## src/rtl/epra_pkg.sv

```systemverilog
package epra_pkg;

    localparam int WINDOW_DEF    = 10;
    localparam int CHANNELS_DEF  = 3;
    localparam int TIME_BITS_DEF = 16;

    // range = floor(avg * 17 / 1000), i.e. avg * 0.034 / 2
    localparam int RANGE_MUL    = 17;
    localparam int RANGE_DIV    = 1000;
    localparam int RANGE_BITS   = 11;
    localparam int OUT_FIELDS   = 3;
    localparam int CHANNEL_BITS = 2;

    localparam logic OP_CAPTURE = 1'b0;
    localparam logic OP_TICK    = 1'b1;

    typedef enum logic [2:0] {
        SEQ_IDLE,
        SEQ_SCAN,
        SEQ_FETCH,
        SEQ_AVG,
        SEQ_RANGE,
        SEQ_EMIT
    } seq_state_t;

endpackage

```

## src/rtl/echo_pulse_range_averager.sv

```systemverilog
// capture transfer: accepted every cycle, also while a tick is in progress; no result
// tick transfer: result set by the window scan and a fetch/average/scale step per reported
//   channel, then emitted once the output register is free
// next tick taken once the result sits in the output register; a tick stalls until then
// reset (async, active low) clears channel state and sequencer; the window and total memories
//   are not swept, a fill count masks slots and totals not yet written
module echo_pulse_range_averager #(
    parameter int WINDOW    = epra_pkg::WINDOW_DEF,
    parameter int CHANNELS  = epra_pkg::CHANNELS_DEF,
    parameter int TIME_BITS = epra_pkg::TIME_BITS_DEF
) (
    input  logic                                clk,
    input  logic                                rst_n,
    input  logic                                item_valid,
    output logic                                item_stall,
    input  logic                                op,
    input  logic [epra_pkg::CHANNEL_BITS-1:0]   channel,
    input  logic [TIME_BITS-1:0]                capture_time,
    output logic                                result_valid,
    input  logic                                result_stall,
    output logic [epra_pkg::RANGE_BITS-1:0]     range_ch0,
    output logic [epra_pkg::RANGE_BITS-1:0]     range_ch1,
    output logic [epra_pkg::RANGE_BITS-1:0]     range_ch2
);

    localparam int CH_BITS       = (CHANNELS > 1) ? $clog2(CHANNELS) : 1;
    localparam int SLOT_BITS     = (WINDOW > 1) ? $clog2(WINDOW) : 1;
    localparam int FILL_BITS     = $clog2(WINDOW + 1);
    localparam int TOT_BITS      = TIME_BITS + $clog2(WINDOW);
    localparam int RNG_BITS      = TIME_BITS + $clog2(epra_pkg::RANGE_MUL);
    localparam int SCAN_BITS     = $clog2(CHANNELS + 1);
    localparam int OUT_N         = (CHANNELS < epra_pkg::OUT_FIELDS) ? CHANNELS
                                                                     : epra_pkg::OUT_FIELDS;
    localparam int OUT_IDX_BITS  = $clog2(epra_pkg::OUT_FIELDS);
    localparam int WIN_ADDR_BITS = CH_BITS + SLOT_BITS;
    localparam int RB            = epra_pkg::RANGE_BITS;

    // reciprocals rounded up: exact floor for every total and every scaled average
    localparam int AVG_SHIFT  = TOT_BITS + $clog2(WINDOW);
    localparam int RNG_SHIFT  = RNG_BITS + $clog2(epra_pkg::RANGE_DIV);
    localparam int AVG_M_BITS = TOT_BITS + 1;
    localparam int RNG_M_BITS = RNG_BITS + 1 + $clog2(epra_pkg::RANGE_MUL);
    localparam int AVG_P_BITS = TOT_BITS + AVG_M_BITS;
    localparam int RNG_P_BITS = TIME_BITS + RNG_M_BITS;
    localparam logic [AVG_M_BITS-1:0] AVG_RECIP = AVG_M_BITS'(
        ((64'd1 << AVG_SHIFT) + 64'(WINDOW - 1)) / 64'(WINDOW));
    // the factor 17 is folded into the reciprocal of 1000
    localparam logic [RNG_M_BITS-1:0] RNG_RECIP = RNG_M_BITS'(64'(epra_pkg::RANGE_MUL)
        * (((64'd1 << RNG_SHIFT) + 64'(epra_pkg::RANGE_DIV - 1))
           / 64'(epra_pkg::RANGE_DIV)));

    // per-channel capture state
    logic                 armed_reg [CHANNELS];
    logic                 first_reg [CHANNELS];
    logic [TIME_BITS-1:0] rise_reg  [CHANNELS];
    logic [TIME_BITS-1:0] width_reg [CHANNELS];
    logic [TIME_BITS-1:0] snap_reg  [CHANNELS];

    // sequencer
    epra_pkg::seq_state_t  state_reg;
    epra_pkg::seq_state_t  state_next;
    logic [SCAN_BITS-1:0]  scan_cnt_reg;
    logic [OUT_IDX_BITS-1:0] div_ch_reg;
    logic                  scan_wr_vld_reg;
    logic [CH_BITS-1:0]    scan_ch_reg;
    logic [SLOT_BITS-1:0]  slot_reg;
    logic [FILL_BITS-1:0]  fill_reg;

    // scaling
    logic [TIME_BITS-1:0]  avg_reg;
    logic [RB-1:0]         range_reg [epra_pkg::OUT_FIELDS];

    // output register
    logic                  result_valid_reg;
    logic [RB-1:0]         range_ch0_reg;
    logic [RB-1:0]         range_ch1_reg;
    logic [RB-1:0]         range_ch2_reg;

    logic cap_fire;
    logic tick_fire;
    logic cap_hit;
    logic [CH_BITS-1:0]   ch_idx;
    logic [TIME_BITS-1:0] rise_sel;

    logic scan_rd;
    logic fetch_rd;
    logic avg_load;
    logic range_store;
    logic emit_load;
    logic scan_done;
    logic div_last;
    logic out_free;

    logic [WIN_ADDR_BITS-1:0] win_rd_addr;
    logic [WIN_ADDR_BITS-1:0] win_wr_addr;
    logic [TIME_BITS-1:0]     win_rd_data;
    logic [CH_BITS-1:0]       tot_rd_addr;
    logic                     tot_rd_en;
    logic [TOT_BITS-1:0]      tot_rd_data;
    logic [TIME_BITS-1:0]     old_win;
    logic [TOT_BITS-1:0]      old_tot;
    logic [TOT_BITS-1:0]      new_tot;
    logic [TIME_BITS-1:0]     snap_sel;

    logic [AVG_P_BITS-1:0]    avg_prod;
    logic [RNG_P_BITS-1:0]    rng_prod;
    logic [TIME_BITS-1:0]     avg_next;
    logic [RB-1:0]            range_next;

    // ------------------------------------------------------------------
    // input side
    // ------------------------------------------------------------------
    assign item_stall = (state_reg != epra_pkg::SEQ_IDLE) && (op == epra_pkg::OP_TICK);
    assign cap_fire   = item_valid && !item_stall && (op == epra_pkg::OP_CAPTURE);
    assign tick_fire  = item_valid && !item_stall && (op == epra_pkg::OP_TICK);
    assign cap_hit    = cap_fire && (int'(channel) < CHANNELS);
    assign ch_idx     = CH_BITS'(channel);
    assign rise_sel   = rise_reg[ch_idx];

    always_ff @(posedge clk or negedge rst_n)
    begin
        if (!rst_n)
        begin
            for (int c = 0; c < CHANNELS; c++)
            begin
                armed_reg[c] <= 1'b1;
                first_reg[c] <= 1'b0;
                rise_reg[c]  <= '0;
                width_reg[c] <= '0;
                snap_reg[c]  <= '0;
            end
        end
        else if (tick_fire)
        begin
            // widths are frozen here so later captures do not leak into this tick
            for (int c = 0; c < CHANNELS; c++)
            begin
                armed_reg[c] <= 1'b1;
                snap_reg[c]  <= width_reg[c];
            end
        end
        else if (cap_hit && armed_reg[ch_idx])
        begin
            if (!first_reg[ch_idx])
            begin
                rise_reg[ch_idx]  <= capture_time;
                first_reg[ch_idx] <= 1'b1;
            end
            else
            begin
                if (capture_time > rise_sel)
                begin
                    width_reg[ch_idx] <= capture_time - rise_sel;
                end
                else if (capture_time < rise_sel)
                begin
                    // timer wrapped: max - rise + fall
                    width_reg[ch_idx] <= ~rise_sel + capture_time;
                end
                first_reg[ch_idx] <= 1'b0;
                armed_reg[ch_idx] <= 1'b0;
            end
        end
    end

    // ------------------------------------------------------------------
    // sequencer
    // ------------------------------------------------------------------
    assign scan_done = (state_reg == epra_pkg::SEQ_SCAN)
                       && (scan_cnt_reg == SCAN_BITS'(CHANNELS));
    assign div_last  = div_ch_reg == OUT_IDX_BITS'(OUT_N - 1);
    assign out_free  = !result_valid_reg || !result_stall;

    always_comb
    begin
        state_next = state_reg;
        case (state_reg)
            epra_pkg::SEQ_IDLE:
            begin
                if (tick_fire)
                begin
                    state_next = epra_pkg::SEQ_SCAN;
                end
            end
            epra_pkg::SEQ_SCAN:
            begin
                if (scan_done)
                begin
                    state_next = epra_pkg::SEQ_FETCH;
                end
            end
            epra_pkg::SEQ_FETCH:      state_next = epra_pkg::SEQ_AVG;
            epra_pkg::SEQ_AVG:        state_next = epra_pkg::SEQ_RANGE;
            epra_pkg::SEQ_RANGE:
            begin
                state_next = div_last ? epra_pkg::SEQ_EMIT : epra_pkg::SEQ_FETCH;
            end
            epra_pkg::SEQ_EMIT:
            begin
                if (out_free)
                begin
                    state_next = epra_pkg::SEQ_IDLE;
                end
            end
            default:                  state_next = epra_pkg::SEQ_IDLE;
        endcase
    end

    always_comb
    begin
        scan_rd     = 1'b0;
        fetch_rd    = 1'b0;
        avg_load    = 1'b0;
        range_store = 1'b0;
        emit_load   = 1'b0;
        case (state_reg)
            epra_pkg::SEQ_SCAN:       scan_rd = int'(scan_cnt_reg) < CHANNELS;
            epra_pkg::SEQ_FETCH:      fetch_rd = 1'b1;
            epra_pkg::SEQ_AVG:        avg_load = 1'b1;
            epra_pkg::SEQ_RANGE:      range_store = 1'b1;
            epra_pkg::SEQ_EMIT:       emit_load = out_free;
            default:
            begin
            end
        endcase
    end

    always_ff @(posedge clk or negedge rst_n)
    begin
        if (!rst_n)
        begin
            state_reg       <= epra_pkg::SEQ_IDLE;
            scan_cnt_reg    <= '0;
            div_ch_reg      <= '0;
            scan_wr_vld_reg <= 1'b0;
            scan_ch_reg     <= '0;
            slot_reg        <= '0;
            fill_reg        <= '0;
        end
        else
        begin
            state_reg       <= state_next;
            scan_wr_vld_reg <= scan_rd;
            scan_ch_reg     <= CH_BITS'(scan_cnt_reg);
            if (tick_fire)
            begin
                scan_cnt_reg <= '0;
            end
            else if (state_reg == epra_pkg::SEQ_SCAN)
            begin
                scan_cnt_reg <= scan_cnt_reg + 1'b1;
            end
            if (scan_done)
            begin
                slot_reg <= (int'(slot_reg) == WINDOW - 1) ? '0 : slot_reg + 1'b1;
                if (int'(fill_reg) != WINDOW)
                begin
                    fill_reg <= fill_reg + 1'b1;
                end
            end
            if (range_store)
            begin
                div_ch_reg <= div_last ? '0 : div_ch_reg + 1'b1;
            end
        end
    end

    // ------------------------------------------------------------------
    // window and running total memories
    // read channel k, write it back in the next cycle
    // ------------------------------------------------------------------
    assign win_rd_addr = {CH_BITS'(scan_cnt_reg), slot_reg};
    assign win_wr_addr = {scan_ch_reg, slot_reg};
    assign tot_rd_en   = scan_rd || fetch_rd;
    assign tot_rd_addr = fetch_rd ? CH_BITS'(div_ch_reg) : CH_BITS'(scan_cnt_reg);
    assign snap_sel    = snap_reg[scan_ch_reg];

    // slots at or past the fill count were never written and count as zero
    assign old_win = (FILL_BITS'(slot_reg) < fill_reg) ? win_rd_data : '0;
    assign old_tot = (fill_reg != '0) ? tot_rd_data : '0;
    assign new_tot = old_tot - TOT_BITS'(old_win) + TOT_BITS'(snap_sel);

    epra_ram #(
        .WIDTH (TIME_BITS),
        .DEPTH (2 ** WIN_ADDR_BITS)
    ) u_win_ram (
        .clk     (clk),
        .wr_en   (scan_wr_vld_reg),
        .wr_addr (win_wr_addr),
        .wr_data (snap_sel),
        .rd_en   (scan_rd),
        .rd_addr (win_rd_addr),
        .rd_data (win_rd_data)
    );

    epra_ram #(
        .WIDTH (TOT_BITS),
        .DEPTH (2 ** CH_BITS)
    ) u_tot_ram (
        .clk     (clk),
        .wr_en   (scan_wr_vld_reg),
        .wr_addr (scan_ch_reg),
        .wr_data (new_tot),
        .rd_en   (tot_rd_en),
        .rd_addr (tot_rd_addr),
        .rd_data (tot_rd_data)
    );

    // ------------------------------------------------------------------
    // reciprocal multiply, one product per cycle
    // total / WINDOW first, then (avg * 17) / 1000
    // ------------------------------------------------------------------
    assign avg_prod   = AVG_P_BITS'(tot_rd_data) * AVG_P_BITS'(AVG_RECIP);
    assign avg_next   = TIME_BITS'(avg_prod >> AVG_SHIFT);
    assign rng_prod   = RNG_P_BITS'(avg_reg) * RNG_P_BITS'(RNG_RECIP);
    assign range_next = RB'(rng_prod >> RNG_SHIFT);

    always_ff @(posedge clk)
    begin
        if (avg_load)
        begin
            avg_reg <= avg_next;
        end
    end

    always_ff @(posedge clk or negedge rst_n)
    begin
        if (!rst_n)
        begin
            for (int i = 0; i < epra_pkg::OUT_FIELDS; i++)
            begin
                range_reg[i] <= '0;
            end
        end
        else if (range_store)
        begin
            range_reg[div_ch_reg] <= range_next;
        end
    end

    // ------------------------------------------------------------------
    // output register
    // ------------------------------------------------------------------
    always_ff @(posedge clk or negedge rst_n)
    begin
        if (!rst_n)
        begin
            result_valid_reg <= 1'b0;
        end
        else if (emit_load)
        begin
            result_valid_reg <= 1'b1;
        end
        else if (!result_stall)
        begin
            result_valid_reg <= 1'b0;
        end
    end

    always_ff @(posedge clk)
    begin
        if (emit_load)
        begin
            range_ch0_reg <= range_reg[0];
            range_ch1_reg <= range_reg[1];
            range_ch2_reg <= range_reg[2];
        end
    end

    assign result_valid = result_valid_reg;
    assign range_ch0    = range_ch0_reg;
    assign range_ch1    = range_ch1_reg;
    assign range_ch2    = range_ch2_reg;

    // ------------------------------------------------------------------
    // assertions
    // ------------------------------------------------------------------
    a_tick_starts_scan: assert property (@(posedge clk) disable iff (!rst_n)
        tick_fire |=> state_reg == epra_pkg::SEQ_SCAN)
        else $error("tick transfer did not start the window scan");

    a_slot_fill_range: assert property (@(posedge clk) disable iff (!rst_n)
        (int'(fill_reg) <= WINDOW) && (int'(slot_reg) < WINDOW))
        else $error("window slot or fill count out of range");

    a_second_edge_disarms: assert property (@(posedge clk) disable iff (!rst_n)
        (cap_hit && armed_reg[ch_idx] && first_reg[ch_idx])
        |=> !armed_reg[$past(ch_idx)] && !first_reg[$past(ch_idx)])
        else $error("second edge left the channel armed");

    a_result_from_emit: assert property (@(posedge clk) disable iff (!rst_n)
        $rose(result_valid_reg) |-> $past(state_reg) == epra_pkg::SEQ_EMIT)
        else $error("result raised outside the emit step");

    a_div_channel_range: assert property (@(posedge clk) disable iff (!rst_n)
        int'(div_ch_reg) < OUT_N)
        else $error("divider channel index out of range");

endmodule

```

## src/rtl/epra_ram.sv

```systemverilog
module epra_ram #(
    parameter int WIDTH = 16,
    parameter int DEPTH = 32
) (
    input  logic                                          clk,
    input  logic                                          wr_en,
    input  logic [((DEPTH > 1) ? $clog2(DEPTH) : 1)-1:0]  wr_addr,
    input  logic [WIDTH-1:0]                              wr_data,
    input  logic                                          rd_en,
    input  logic [((DEPTH > 1) ? $clog2(DEPTH) : 1)-1:0]  rd_addr,
    output logic [WIDTH-1:0]                              rd_data
);

    logic [WIDTH-1:0] mem_reg [DEPTH];
    logic [WIDTH-1:0] rd_data_reg;

    always_ff @(posedge clk)
    begin
        if (wr_en)
        begin
            mem_reg[wr_addr] <= wr_data;
        end
        if (rd_en)
        begin
            rd_data_reg <= mem_reg[rd_addr];
        end
    end

    assign rd_data = rd_data_reg;

endmodule

```

## config.mk

```make
export PLATFORM = sky130hd
export DESIGN_NAME = echo_pulse_range_averager
export DESIGN_NICKNAME = d
export VERILOG_FILES = /design/src/rtl/epra_pkg.sv /design/src/rtl/echo_pulse_range_averager.sv /design/src/rtl/epra_ram.sv
export SDC_FILE = /design/constraint.sdc
export NUM_CORES = 2
export LEC_CHECK = 0
export ABC_AREA = 1
export ABC_CLOCK_PERIOD_IN_PS = 6700
export BUFFER_PORTS_ARGS = -buffer_cell sky130_fd_sc_hd__buf_2
export CELL_PAD_IN_SITES_DETAIL_PLACEMENT = 1
export CELL_PAD_IN_SITES_GLOBAL_PLACEMENT = 2
export CORE_ASPECT_RATIO = 0.9
export CORE_MARGIN = 3
export CORE_UTILIZATION = 40
export DETAILED_ROUTE_END_ITERATION = 12
export PLACE_DENSITY_LB_ADDON = 0.1
export SYNTH_ARGS = -nofsm -noshare
export SYNTH_HDL_FRONTEND = slang
export SYNTH_SLANG_ARGS = --single-unit
```

## constraint.sdc

```tcl
create_clock -name clk -period 6.7 [get_ports clk]
set_input_delay 0.335 -clock clk [delete_from_list [all_inputs] [get_ports clk]]
set_output_delay 0.335 -clock clk [all_outputs]
set_load 0.02 [all_outputs]
```

## Word level (Yosys, flattened, before mapping)

Memories as Yosys holds them, arrays and structs flattened. A register that Yosys moved wholly into a read port is not among the register bits.
Index checks and enable logic that the tools add are counted.

| cells by class | value |
|---|---|
| add/subtract/negate cells | 8 |
| multiply operators | 2 |
| $lt $le $gt $ge | 10 |
| equal/unequal tests | 13 |
| muxes and demuxes | 49 |
| bitwise logic cells | 11 |
| reductions and logical operators | 27 |

Operator list:

| kind | count |
|---|---|
| $bwmux 48 | 3 |
| $mux 16 | 6 |
| $mux 48 | 2 |
| $bmux 16 s2 | 2 |
| $mul 16x24->40 const B | 1 |
| $mul 20x20->39 const B | 1 |
| $bwmux 33 | 1 |
| $demux 16 s2 | 1 |
| $mux 3 | 8 |
| $demux 11 s2 | 1 |
| $add 20x16->20 | 1 |
| $mux 20 | 1 |
| $sub 20x16->20 | 1 |
| $pmux 3 s6 | 1 |
| $add 16x16->16 | 1 |
| $gt 16x16->1 | 1 |
| $lt 16x16->1 | 1 |
| $not 16->16 | 1 |
| $sub 16x16->16 | 1 |
| $mux 1 | 14 |
| $mux 11 | 1 |
| $ge 3x3->1 const B | 3 |
| $logic_and 1x1->1 | 9 |
| $not 2->3 | 3 |
| other kinds (30) | 55 |

| word-level totals | value |
|---|---|
| register bits after elaboration | 251 |
| RAM bits | 1,104 |
| input port bits | 23 |
| output and inout port bits | 35 |
| word-level logic and storage cells | 152 |
| memories | 2 |

Memory list:

| name | words | width | rd ports | clocked after memory_dff | wr ports | line | source |
|---|---|---|---|---|---|---|---|
| u_win_ram.mem_reg | 64 | 16 | 1 | 1 | 1 | epra_ram.sv:14 | `logic [WIDTH-1:0] mem_reg [DEPTH];` |
| u_tot_ram.mem_reg | 4 | 20 | 1 | 1 | 1 | epra_ram.sv:14 |  |

## Depth between registers and ports, before layout

| depth | value |
|---|---|
| depth after elaboration | 10 |
| gate-level depth with buffers | 26 |
| mapped depth without buffers | 26 |

## Modules after synthesis

From an unflattened synthesis, not the netlist that was laid out.

| unflattened totals | value |
|---|---|
| cells, all modules | 7,414 |
| area total of the unflattened synthesis | 74,818.0 sq um |

By module, submodules not included:

| module | times used | cells each | area an instance (sq um) | sequential area each (sq um) |
|---|---|---|---|---|
| epra_ram at u_win_ram | 1 | 3,517 | 42,259.3 | 31,230.0 |
| echo_pulse_range_averager | 1 | 3,555 | 28,532.4 | 6,530.0 |
| epra_ram at u_tot_ram | 1 | 342 | 4,026.4 | 3,002.9 |

## Least setup slack after synthesis

Ideal clock, no wire load.

| path | value |
|---|---|
| path type | register -> register |
| start | register u_tot_ram.rd_data_reg[11], in the netlist u_tot_ram.rd_data[11], read port of u_tot_ram.mem_reg |
| end | register avg_reg[0], data pin |
| setup time | 0.253 ns |
| arrival | 4.918 ns |
| data required time | 6.447 ns |
| path slack | 1.529 ns |
| cell stages (with the launch flop) | 21 |
| path buffers | 0 |
| clock period less this slack | 5.171 ns |
| cells stage by stage | edfxtp_1 ha_1 ha_1 inv_1 fa_1 inv_1 fa_1 inv_1 fa_1 fa_1 inv_1 fa_1 ha_1 nand2_1 nor2_1 inv_1 nor2_1 inv_1 or3_1 nand4_1 nand2_1 |

| on the way | value |
|---|---|
| word-level cells in the longest chain between the ends | 1 |

Ends and longest elaborated chain:

| element | line | source |
|---|---|---|
| start: declaration | epra_ram.sv:15 | `logic [WIDTH-1:0] rd_data_reg;` |
| $mul 20x20->39 | echo_pulse_range_averager.sv:313 | `assign avg_prod = AVG_P_BITS'(tot_rd_data) * AVG_P_BITS'(AVG_RECIP);` |
| via avg_prod[24] | echo_pulse_range_averager.sv:105 | `logic [AVG_P_BITS-1:0] avg_prod;` |
| end signal: assignment | echo_pulse_range_averager.sv:322 | `avg_reg <= avg_next;` |
| end: declaration | echo_pulse_range_averager.sv:70 | `logic [TIME_BITS-1:0] avg_reg;` |

The timed path passes the listed nets, and every way through them passes these cells.
A chain may end at the register's enable or synchronous reset.

## Worst setup path in the final report

| path | value |
|---|---|
| start | register u_tot_ram.rd_data_reg[9], in the netlist u_tot_ram.rd_data[9], read port of u_tot_ram.mem_reg |
| end | register avg_reg[14], data pin |

Same word-level chain as after synthesis.

==> flow_summary_export.csv <==
group,metric,value,unit
global_routing,track_usage,0.2485,
synth,synth_compound_area_frac,0.05558,
clocking,cts_setup_buffers,0,
placement,place_ws,0.6327,ns
cells_and_area,syn_to_final_growth,11.95,%
synth,synth_nets,7519,
timing,period_share,0.8992,
setup_path,rr_worst_depth,17,
routing,vias,49940,
timing,tightestPinTransition,1.286,ns
timing,fin_ws,0.6756,ns
die,start_util,0.4055,
setup_path,cp-end-kind,"flop",
clocking,cts_buffers,152,
die,die-height,408.3,µm
clocking,cts_max_level,4,
die,die_w,453.0,µm
global_routing,gr-usage-met3,0.02725,
synth,yosysWarningCount,0,
setup_path,critPathLaunchType,"flop",
min_path,worst_hold_path_type,"input pin to flop",
routing,routed_wl,230200,µm
routing,drcViolationCount,0,
synth,synthCells,6819,
synth,yosys.area.top_type_share,0.4964,
placement,io_buffers,57,
timing,finalSetupTns,0,ns
global_routing,grt_pass1_wl,343500,µm
synth,synthSimpleGateAreaFrac,0.1669,
synth,synth_edf_count,1189,
routing,wire_per_inst,24.33,µm
timing,max_slew_margin,0.1421,
synth,synth_top_family_by_area,"simple AND/OR/NAND/NOR gates",
routing,vias_per_cell,5.279,
global_routing,busiest_layer,"met2",
die,io_pins,58,
setup_path,rr_startpoint,"u_tot_ram.rd_data[9]",
global_routing,grt_util_met1,0.3564,
setup_path,cp_max_fo,6,
setup_path,cp_data_arrival_time,6.52,ns
cells_and_area,largest_register_ffs,1024,
cells_and_area,seqCellArea,0.04077,mm²
setup_path,reg2reg_to,"avg_reg[14]",
synth,synth_area_leaders,"edfxtp_1, nand2_1, fa_1, ha_1, dfrtp_1",
synth,muxShareOfSynthArea,0.001948,
clocking,cts.reportedPaths.clkPinSlew,0.06,ns
global_routing,overflow,0,
synth,synth_xor_area_frac,0.005237,
clocking,clk_latency,0.78,ns
synth,yosys-top-cells-count,"nand2_1, edfxtp_1, inv_1",
clocking,numClockSinks,1391,
synth,ys_ff_latch,1391,
global_routing,grt_pass1_vias,52500,
status,status,"complete, no violations",
synth,synth_cell_types,48,
synth,ys_seq_area_frac,0.5668,
min_path,min_to,"armed_reg[1]",
timing,fin_skew,0.03623,ns
synth,yosysMostFrequentCell,"nand2_1",
cells_and_area,drive_above_1_share,0.07381,
synth,yosysTopAreaCell,"edfxtp_1",
routing,drtIter0Drc,3796,
die,die_area,0.1849,mm²
clocking,cts_tree,"yes",
die,coreArea,0.1774,mm²
global_routing,use_met2,0.4056,
routing,antenna_left,0,
global_routing,antenna_found_initial,3,
job,max_cap_viol_count,0,
timing,fmax,166.0,MHz
synth,async_reset_ff_frac,0.1452,
cells_and_area,multiInputGateArea,0.02717,mm²
global_routing,grt_max_degree,113,
synth,synth_fa_ha_area_frac,0.1460,
setup_path,r2r_setup_slack,0.68,ns
synth,syn_avg_cell_area,10.55,µm²
synth,netlist_area,0.07192,mm²
routing,drtPass1Iterations,6,
synth,synth-main-ff-cell,"edfxtp_1",
clocking,clockBufferDepth,3,
die,row_count,146,
clocking,cts.root.buffer_cell,"clkbuf_16",
timing,hold_violations,0,
timing,rsz0062_at_grt,"false",
cells_and_area,fin_nets,7659,
setup_path,crit_type,"flop to flop",
placement,hpwl,152400,µm
cells_and_area,n_fill_cell,19230,
timing,min_period,6.024,ns
timing,drv_slew,0,
min_path,whs_path_depth,5,
setup_path,required,7.19,ns
placement,gp_congestion,0.8801,
min_path,hold_start,"channel[1]",
timing,setup_viol,0,
[metal layers]
| layer | routed length (µm) | up-vias |
|---|---|---|
| met1 | 106500 | 25530 |
| met4 | 5184 | 0 |
| li1 | - | 23090 |
| met2 | 108900 | 1077 |
| met5 | 0 | - |
| met3 | 9603 | 247 |
[cell usage in the layout, fill, tap and decap left out, types with 21 or more instances in the layout]
cell / count
fa_1: 270
nor2_2: 32
xor2_1: 27
a22o_1: 30
a21oi_1: 256
o21ai_0: 259
clkbuf_16: 153
inv_2: 27
dfrtp_1: 194
nand4_1: 84
edfxtp_1: 1189
buf_4: 126
nor3_1: 30
ha_1: 407
clkinv_1: 28
inv_1: 820
clkbuf_1: 35
clkinv_2: 33
a22oi_1: 58
o21bai_1: 21
buf_2: 56
nand3_1: 435
nand2_1: 1926
nor2_1: 327
[area by class of cell]
type | instances | area share
Tap cell | 2368 | 0.03680
Timing Repair Buffer | 211 | 0.01989
Clock inverter | 80 | 0.008190
Inverter | 851 | 0.03970
Multi-Input combinational cell | 4352 | 0.3374
Sequential cell | 1391 | 0.5064
Clock buffer | 201 | 0.05141
Antenna cell | 6 | 0.0001865
[stage by stage]
stage,cells,util,instance area (µm²),hold slack (ns)
2_1_floorplan,6819,-,71920,0.03941
3_3_place_gp,9153,0.4257,75500,0.4094
3_5_place_dp,9153,0.4257,75500,0.4215
4_1_cts,9454,0.4538,80500,0.01949
5_1_grt,9455,0.4538,80500,0.08948
6_report,9460,0.4539,80510,0.09156
[worst max-delay path: stages, from the launching register on]
cell and delay, ns:
edfxtp_1 0.56, ha_1 0.48, fa_1 0.56, ha_1 0.31, inv_1 0.05, fa_1 0.48, fa_1 0.60, fa_1 0.42
inv_1 0.15, fa_1 0.50, ha_1 0.38, nand2_1 0.11, nor2_1 0.21, inv_1 0.09, nor4_1 0.31, nand3_1 0.25
nand4_1 0.16, nand2_1 0.14
[logic make-up (layout without fill, tap and decap cells)]
logic type               Yosys count  after routing
XOR/XNOR                          43             43
buffers and inverters           1076           1343
other                              0              6
flip-flops                      1391           1391
AO/OA/AOI/OAI                    701            701
AND/OR/NAND/NOR                 2917           2917
adder cells (fa/ha/maj)          677            677
multiplexers                      14             14
[worst max path at each step]
stage                               start  slack (ns)  depth (start not counted)     endpoint
floorplan           u_tot_ram.rd_data[11]        1.53                         20   avg_reg[0]
global placement     u_tot_ram.rd_data[9]        0.59                         17  avg_reg[14]
detailed placement   u_tot_ram.rd_data[9]        0.63                         17   avg_reg[8]
CTS                  u_tot_ram.rd_data[9]        0.64                         17   avg_reg[8]
global route         u_tot_ram.rd_data[4]        0.47                         19  avg_reg[14]
finish               u_tot_ram.rd_data[9]        0.68                         17  avg_reg[14]
[timing repair]
action | in CTS | in global routing
endpoints found under the hold margin | 143 | 0
hold buffers | 20 | 0
gates resized for setup | 0 | 0
Power is not shown: default switching activity piles up to over one toggle a cycle in this logic, so the estimate is an artifact.
